File: config.mk
export PLATFORM = sky130hd
export DESIGN_NAME = lla_cell_unit
export DESIGN_NICKNAME = d
export VERILOG_FILES = /design/src/rtl/lla_pkg.sv /design/src/rtl/lla_cell_unit.sv
export SDC_FILE = /design/constraint.sdc
export NUM_CORES = 1
export LEC_CHECK = 0
export ABC_AREA = 1
export BUFFER_PORTS_ARGS = -buffer_cell sky130_fd_sc_hd__buf_2
export CORE_MARGIN = 2
export CORE_UTILIZATION = 48
export CTS_BUF_LIST = sky130_fd_sc_hd__clkbuf_4 sky130_fd_sc_hd__clkbuf_8
export DETAILED_ROUTE_END_ITERATION = 12
export HOLD_SLACK_MARGIN = 0.05
export PLACE_DENSITY = 0.74
export SETUP_SLACK_MARGIN = 0.1
export SYNTH_ARGS = -nofsm -noshare
export SYNTH_HDL_FRONTEND = slang
export SYNTH_SLANG_ARGS = --single-unit
File: constraint.sdc
create_clock -name clock -period 3.44 [get_ports clock]
set_clock_uncertainty 0.05 [all_clocks]
set_input_delay 0.344 -clock clock [delete_from_list [all_inputs] [get_ports clock]]
set_output_delay 0.344 -clock clock [all_outputs]
set_load 0.005 [all_outputs]
File: src/rtl/lla_pkg.sv
`timescale 1ns / 1ps

package lla_pkg;

   // field widths fixed by the interface
   localparam int CMD_W       = 2;
   localparam int COORD_W     = 6;
   localparam int MASK_W      = 9;
   localparam int SIZE_W      = 7;
   localparam int COUNT_W     = 13;
   localparam int CSR_INDEX_W = 2;
   localparam int CSR_DATA_W  = 9;

   // neighbour count 0..8
   localparam int NBR_W      = 4;
   localparam int MASK_EXT_W = 2 ** NBR_W;

   localparam logic [COUNT_W-1:0] COUNT_MAX = '1;

   // register indexes
   localparam logic [CSR_INDEX_W-1:0] CSR_BIRTH_MASK   = 2'd0;
   localparam logic [CSR_INDEX_W-1:0] CSR_SURVIVE_MASK = 2'd1;
   localparam logic [CSR_INDEX_W-1:0] CSR_WIDTH        = 2'd2;
   localparam logic [CSR_INDEX_W-1:0] CSR_HEIGHT       = 2'd3;

   localparam logic [MASK_W-1:0] BIRTH_RESET   = 9'd8;
   localparam logic [MASK_W-1:0] SURVIVE_RESET = 9'd12;
   localparam logic [SIZE_W-1:0] SIZE_RESET    = 7'd64;

   typedef enum logic [CMD_W-1:0] {
      CMD_WRITE = 2'd0,
      CMD_READ  = 2'd1,
      CMD_STEP  = 2'd2
   } lla_cmd_type;

   typedef enum logic [2:0] {
      ST_CLEAR,
      ST_IDLE,
      ST_PRIME0,
      ST_PRIME1,
      ST_SCAN,
      ST_REPLY
   } lla_state_type;

   // sequencer to cell unit
   typedef struct packed {
      logic clear;
      logic scan;
      logic advance;
      logic load_valid;
      logic first_col;
      logic last_col;
      logic in_region;
   } lla_win_ctl_type;

endpackage

File: src/rtl/lla_cell_unit.sv
`timescale 1ns / 1ps

module lla_cell_unit #(
   parameter int MAX_COLUMNS = 64
) (
   input  logic                           clock,
   input  lla_pkg::lla_win_ctl_type       ctl,
   input  logic [MAX_COLUMNS-1:0]         col_mask,
   input  logic [MAX_COLUMNS-1:0]         row_data,
   input  logic [lla_pkg::MASK_W-1:0]     birth_mask,
   input  logic [lla_pkg::MASK_W-1:0]     survive_mask,
   output logic [MAX_COLUMNS-1:0]         new_row,
   output logic [lla_pkg::COUNT_W-1:0]    births,
   output logic [lla_pkg::COUNT_W-1:0]    deaths
);

   import lla_pkg::*;

   logic [MAX_COLUMNS-1:0] above_ff, above_in;
   logic [MAX_COLUMNS-1:0] mid_ff, mid_in;
   logic [MAX_COLUMNS-1:0] below_ff, below_in;
   logic [MAX_COLUMNS-1:0] new_row_ff, new_row_in;
   logic [MAX_COLUMNS-1:0] load_row;
   logic [COUNT_W-1:0]     births_ff, births_in;
   logic [COUNT_W-1:0]     deaths_ff, deaths_in;
   logic [MASK_EXT_W-1:0]  birth_ext, survive_ext;
   logic [NBR_W-1:0]       nbr_count;
   logic                   left_ok, right_ok;
   logic                   alive, born, dies, next_alive;

   // window rotates right: bit 0 is the current column, bit 1 the next,
   // the top bit the previous one
   always_comb begin
      birth_ext   = MASK_EXT_W'(birth_mask);
      survive_ext = MASK_EXT_W'(survive_mask);
      load_row    = ctl.load_valid ? (row_data & col_mask) : '0;
      left_ok     = !ctl.first_col;
      right_ok    = !ctl.last_col;

      nbr_count = NBR_W'(above_ff[0]) + NBR_W'(below_ff[0])
                + NBR_W'(left_ok & above_ff[MAX_COLUMNS-1])
                + NBR_W'(left_ok & mid_ff[MAX_COLUMNS-1])
                + NBR_W'(left_ok & below_ff[MAX_COLUMNS-1])
                + NBR_W'(right_ok & above_ff[1])
                + NBR_W'(right_ok & mid_ff[1])
                + NBR_W'(right_ok & below_ff[1]);

      alive      = mid_ff[0];
      born       = ctl.in_region & !alive & birth_ext[nbr_count];
      dies       = ctl.in_region & alive & !survive_ext[nbr_count];
      next_alive = ctl.in_region & (born | (alive & !dies));
      new_row_in = {next_alive, new_row_ff[MAX_COLUMNS-1:1]};

      above_in  = above_ff;
      mid_in    = mid_ff;
      below_in  = below_ff;
      births_in = births_ff;
      deaths_in = deaths_ff;

      if (ctl.clear) begin
         above_in  = '0;
         mid_in    = '0;
         below_in  = '0;
         births_in = '0;
         deaths_in = '0;
      end else begin
         if (ctl.scan) begin
            above_in = {above_ff[0], above_ff[MAX_COLUMNS-1:1]};
            mid_in   = {mid_ff[0], mid_ff[MAX_COLUMNS-1:1]};
            below_in = {below_ff[0], below_ff[MAX_COLUMNS-1:1]};
            if (born && births_ff != COUNT_MAX) begin
               births_in = births_ff + 1'b1;
            end
            if (dies && deaths_ff != COUNT_MAX) begin
               deaths_in = deaths_ff + 1'b1;
            end
         end
         // after a full turn the rows are back in place, move down one row
         if (ctl.advance) begin
            above_in = mid_in;
            mid_in   = below_in;
            below_in = load_row;
         end
      end
   end

   always_ff @(posedge clock) begin
      above_ff  <= above_in;
      mid_ff    <= mid_in;
      below_ff  <= below_in;
      births_ff <= births_in;
      deaths_ff <= deaths_in;
      if (ctl.scan) begin
         new_row_ff <= new_row_in;
      end
   end

   assign new_row = new_row_in;
   assign births  = births_ff;
   assign deaths  = deaths_ff;

endmodule

# Word level (Yosys, flattened, before mapping)
# Cells that the tools add are included.
dict set report word_totals {
  out_inout_bits 90
  wordCells 53
  reg_bits 282
  input_bits 154
}
dict set report classes {
  magnitude_cmp 1
  n_mux 11
  n_reduce_logical 10
  eq_ne 2
  n_bitwise 14
  add_sub_neg 9
}
# cell count
set op_table {}
lappend op_table {{2-to-1 mux 64 bit} 7}
lappend op_table {{AND 64 bit} 1}
lappend op_table {{adder 13 x 1 -> 13 bit (second input constant)} 2}
lappend op_table {{!= test 13 bit (second input constant)} 2}
lappend op_table {{adder 4 x 1 -> 4 bit} 4}
lappend op_table {{AND 1 bit} 12}
lappend op_table {{binary-select mux 1 bit (select 4 bit)} 2}
lappend op_table {{zero test 1 bit} 5}
lappend op_table {{< comparator 4 x 5 -> 1 bit (second input constant)} 1}
lappend op_table {{adder 3 x 1 -> 4 bit} 1}
lappend op_table {{AND reduction 2 bit} 2}
lappend op_table {{adder 2 x 1 -> 3 bit} 1}
lappend op_table {{adder 1 x 1 -> 2 bit} 1}
lappend op_table {{logical AND 1 bit} 2}
lappend op_table {{2-to-1 mux 1 bit} 2}
lappend op_table {{nonzero test 2 bit} 1}
lappend op_table {{bitwise OR 1 bit} 1}

# Longest topological paths before layout
dict set report depth {
  ltp_word 16
  mapped_depth 20
  ltp_nobuf 19
}

# Least setup slack after synthesis
# OpenSTA, ideal clock, no wires.
dict set report synth_timing {
  path_kind {register to output}
  startpoint {register mid_ff[63]}
  endpoint {output new_row[63]}
  path_stages_with_launch 17
  t_arrival_ns 3.370
  path_slack_ns -0.324
  path_buffers 1
  required_time_ns 3.046
  cell_sequence {dfxtp_1 inv_1 nor2_1 fa_1 inv_1 fa_1 inv_1 fa_1 ha_1 fa_1 inv_1 nand3_1 nand3_1 nand3_1 nand2_1 nand2_1 buf_4}
}
dict set report synth_between {
  elab_chain_cells 14
  word_cells_on_any_way 17
  classes_between {5 x add/sub; 4 x mux; 6 x bitwise; 2 x reduce/logical}
}
# element line_no
set synth_lines {}
lappend synth_lines {{start, declared} lla_cell_unit.sv:20} ;# logic [MAX_COLUMNS-1:0] mid_ff, mid_in;
lappend synth_lines {{start signal, assigned} lla_cell_unit.sv:89} ;# mid_ff <= mid_in;
lappend synth_lines {{AND 1 bit *} lla_cell_unit.sv:42} ;# + NBR_W'(left_ok & mid_ff[MAX_COLUMNS-1])
lappend synth_lines {{adder 3 x 1 -> 4 bit *} lla_cell_unit.sv:42}
lappend synth_lines {{adder 4 x 1 -> 4 bit *} lla_cell_unit.sv:43} ;# + NBR_W'(left_ok & below_ff[MAX_COLUMNS-1])
lappend synth_lines {{adder 4 x 1 -> 4 bit *} lla_cell_unit.sv:44} ;# + NBR_W'(right_ok & above_ff[1])
lappend synth_lines {{adder 4 x 1 -> 4 bit *} lla_cell_unit.sv:45} ;# + NBR_W'(right_ok & mid_ff[1])
lappend synth_lines {{adder 4 x 1 -> 4 bit *} lla_cell_unit.sv:46} ;# + NBR_W'(right_ok & below_ff[1]);
lappend synth_lines {{binary-select mux 1 bit (select 4 bit)} lla_cell_unit.sv:50} ;# dies = ctl.in_region & alive & !survive_ext[nbr_count];
lappend synth_lines {{2-to-1 mux 1 bit (implied by the code)} lla_cell_unit.sv:50}
lappend synth_lines {{zero test 1 bit} lla_cell_unit.sv:50}
lappend synth_lines {{AND 1 bit} lla_cell_unit.sv:50}
lappend synth_lines {{zero test 1 bit} lla_cell_unit.sv:51} ;# next_alive = ctl.in_region & (born | (alive & !dies));
lappend synth_lines {{AND 1 bit} lla_cell_unit.sv:51}
lappend synth_lines {{bitwise OR 1 bit *} lla_cell_unit.sv:51}
lappend synth_lines {{AND 1 bit *} lla_cell_unit.sv:51}
lappend synth_lines {{end, declared} lla_cell_unit.sv:12} ;# output logic [MAX_COLUMNS-1:0] new_row,
# Every way passes the cells marked *; elsewhere a longest branch is shown, timed or not. The select of a mux whose other input is x is not followed.

# Worst setup path in the final report
# Ends and elaborated chain as after synthesis.

==> qor.yml <==
clockBufferDepth: 3
die_area_um2: 27100
synthFlopType: "dfxtp_1"
grt_pass1_vias: 10900
clk_pin_slew_ns: 0.06
synthArstFlopShare_pct: 0
slowest_delay_ns: 0.60
final_cells: 2342
vias: 12000
crit_family: "adder cells"
gp_congestion: 0.830
clock_sinks: 281
fin_hold_ws_ns: 0.0856
post-route-drc-count: 0
crit_chain: "inv_2 -> nor2_2 -> fa_1 -> inv_1 -> fa_1 -> inv_1 -> fa_1 -> ha_2 -> fa_2 -> inv_2 -> nand3_1 -> nand3_1 -> nand3_2 -> nand2_2 -> nand2_2 -> buf_2"
min_period_over_period_pct: 126
fin_util_pct: 64.1
period_minus_slack_ns: 4.32
hp-class: "in2reg"
path_buf_inv: 5
die_x_um: 165
synth.area.top_cells: "dfxtp_1 (35%), nand2_1 (18%), edfxtp_1 (15%), nand3_1 (5.0%), a31oi_1 (4.6%)"
violations: "setup timing"
tightest_slew_ns: 1.24
yosys_warnings: 0
crit_top_cell: "fa_1"
crit_start: "mid_ff[63]"
synth-seq-area-share_pct: 50.5
drt_first_pass_iters: 5
worst_ep_required_time_ns: 3.05
synth_top_area_share_pct: 35.2
synth.ff_latch_count: 281
antenna_found_initial: 0
hold_viol: 0
clock-root-buffer: "clkbuf_8"
end_kind: "output port"
post_drt_wl_per_cell_um: 13.1
cp-start-kind: "flop"
io_pins: 244
grt-ovfl-total: 0
synth_edf_count: 63
max_slew_margin_pct: 17.7
dpl.cell_count: 2128
synth_common_cells: "nand2_1 (609), dfxtp_1 (218), nand3_1 (123), o21ai_0 (112), nor2_1 (107)"
io_buffers: 243
start_util_pct: 49.1
setup_viol: 28
rsz0062_at_grt: "yes"
grtUsageTotal_pct: 22.2
syn-num-nets: 1807
row_count: 58
setup_ws_ns: -0.885
cap_violations: 0
power_mw: 7.32
yosys.area.top_type: "dfxtp_1"
peakVddDrop_mv: 0.523
routed_wl_mm: 30.7
r2r_start: "mid_ff[63]"
final_nets: 2141
diodes: 0
dp_hpwl_mm: 18.2
power_leakage_nw: 6.69
r2r_slack_ns: -0.81
cts_tree: "yes"
p_per_area_nw_per_um2: 452
avgSynthCellArea_um2: 7.54
ys_types: 33
max_freq_mhz: 231
crit_path_max_fanout: 6
worstHoldStart: "col_mask[52]"
drive_gt1_share_pct: 21.0
die_h_um: 165
netlist_instances: 1644
drtIter0Drc: 912
h-tree-depth: 2
arrival_ns: 3.93
cts_buffers: 46
insertion_delay_ns: 0.55
grt_first_pass_wirelength_mm: 50.6
grt_max_degree: 132
ant_nets: 0
synth.cell_area_um2: 12400
area_growth_pct: 30.6
cpMaxStageDelayCell: "fa_2"
report.final.slew_viol_count: 0
viasPerCell: 5.11
critPathKind: "reg2out"
status: "finished, violations left"
coreArea_um2: 25300
yosysMostFrequentCell: "nand2_1"
## layout make-up
cell class                      count  area, um2
Multi-Input combinational cell   1206       5680
Fill cell                        2156       9060
Sequential cell                   281       6260
Tap cell                          330        413
Clock inverter                     14       77.6
Timing Repair inverter              1       7.51
Inverter                           47        184
Timing Repair Buffer              395       2730
Clock buffer                       68        836
## metal layers
metal	track usage, %	wire length, um	vias to the layer above
li1	-	-	6163
met1	28.5	13800	5410
met2	38.6	14500	355
met3	3.72	1890	48
met4	6.01	539	0
met5	0	0	-
## placed cells by master (no fill, tap or decap), types with 5 or more instances in the layout
master         synthesis  layout
clkbuf_4               0      16
nand4_1                6       6
dfxtp_1              218     217
o21ai_0              112     109
clkbuf_8               0      53
a31oi_1               91      91
a21oi_1              106     104
xor2_1                 9       9
inv_2                  5       7
nand3_1              123     114
buf_6                  2       5
edfxtp_1              63      63
nor2_1               107     101
nand2_2                1      11
nor2_4                 2       8
buf_4                  1      29
nand3_2                1       9
dlygate4sd3_1          0     116
a21oi_2                5       7
inv_1                 42      37
buf_2                 29     240
clkinv_2               0      10
nand2_1              609     599
## report_power, final
part / internal, mW / switching (mW)
clock network: 1.56 / 1.31
logic: 0.365 / 0.477
registers: 3.53 / 0.0770
total: 5.45 / 1.87
## worst paths after layout
kind / endpoint / cells past startpoint
max: new_row[63] / 16
min: below_ff[52] / 3
min reg2reg: new_row_ff[34] / 0
max reg2reg: births[2] / 21
## through the flow
step,TNS [ns],area (um2),setup WS [ns]
after floorplan,-2.42,12500,-0.185
after global placement,-10.09,13800,-0.447
after detailed placement,-13.41,13800,-0.584
after CTS,-15.28,16200,-0.905
after global routing,-22.69,16200,-1.09
final,-16.45,16200,-0.885
## registers in the layout, summed over array words and instances (netlist names)
| name | flops |
|---|---|
| new_row_ff | 63 |
| births | 13 |
| above_ff | 64 |
| deaths | 13 |
| below_ff | 64 |
| mid_ff | 64 |
## cells by family after synthesis
kind of cell | synth area share, %
compound gates | 14.2
simple gates | 28.0
fa+ha+maj | 1.15
flops | 50.5
buf+inv | 5.26
xor+xnor | 0.838
## worst reg2reg max path: cells and delay by family (launching register included)
kind / cells / cell delay [ns]
AO/OA/AOI/OAI: 2 / 0.25
adder cells (fa/ha/maj): 5 / 2.11
buffers and inverters: 9 / 0.87
flip-flops: 1 / 0.32
AND/OR/NAND/NOR: 5 / 0.51
## what timing repair did
item,4_1_cts,5_1_grt
resized for setup,33,3
pin swaps,17,2
hold buffers,116,0
endpoints found under the hold margin,59,0
setup endpoints to repair,28,28
cloned,4,0
buffers inserted,12,1
Power figures use the tool's default switching activity.
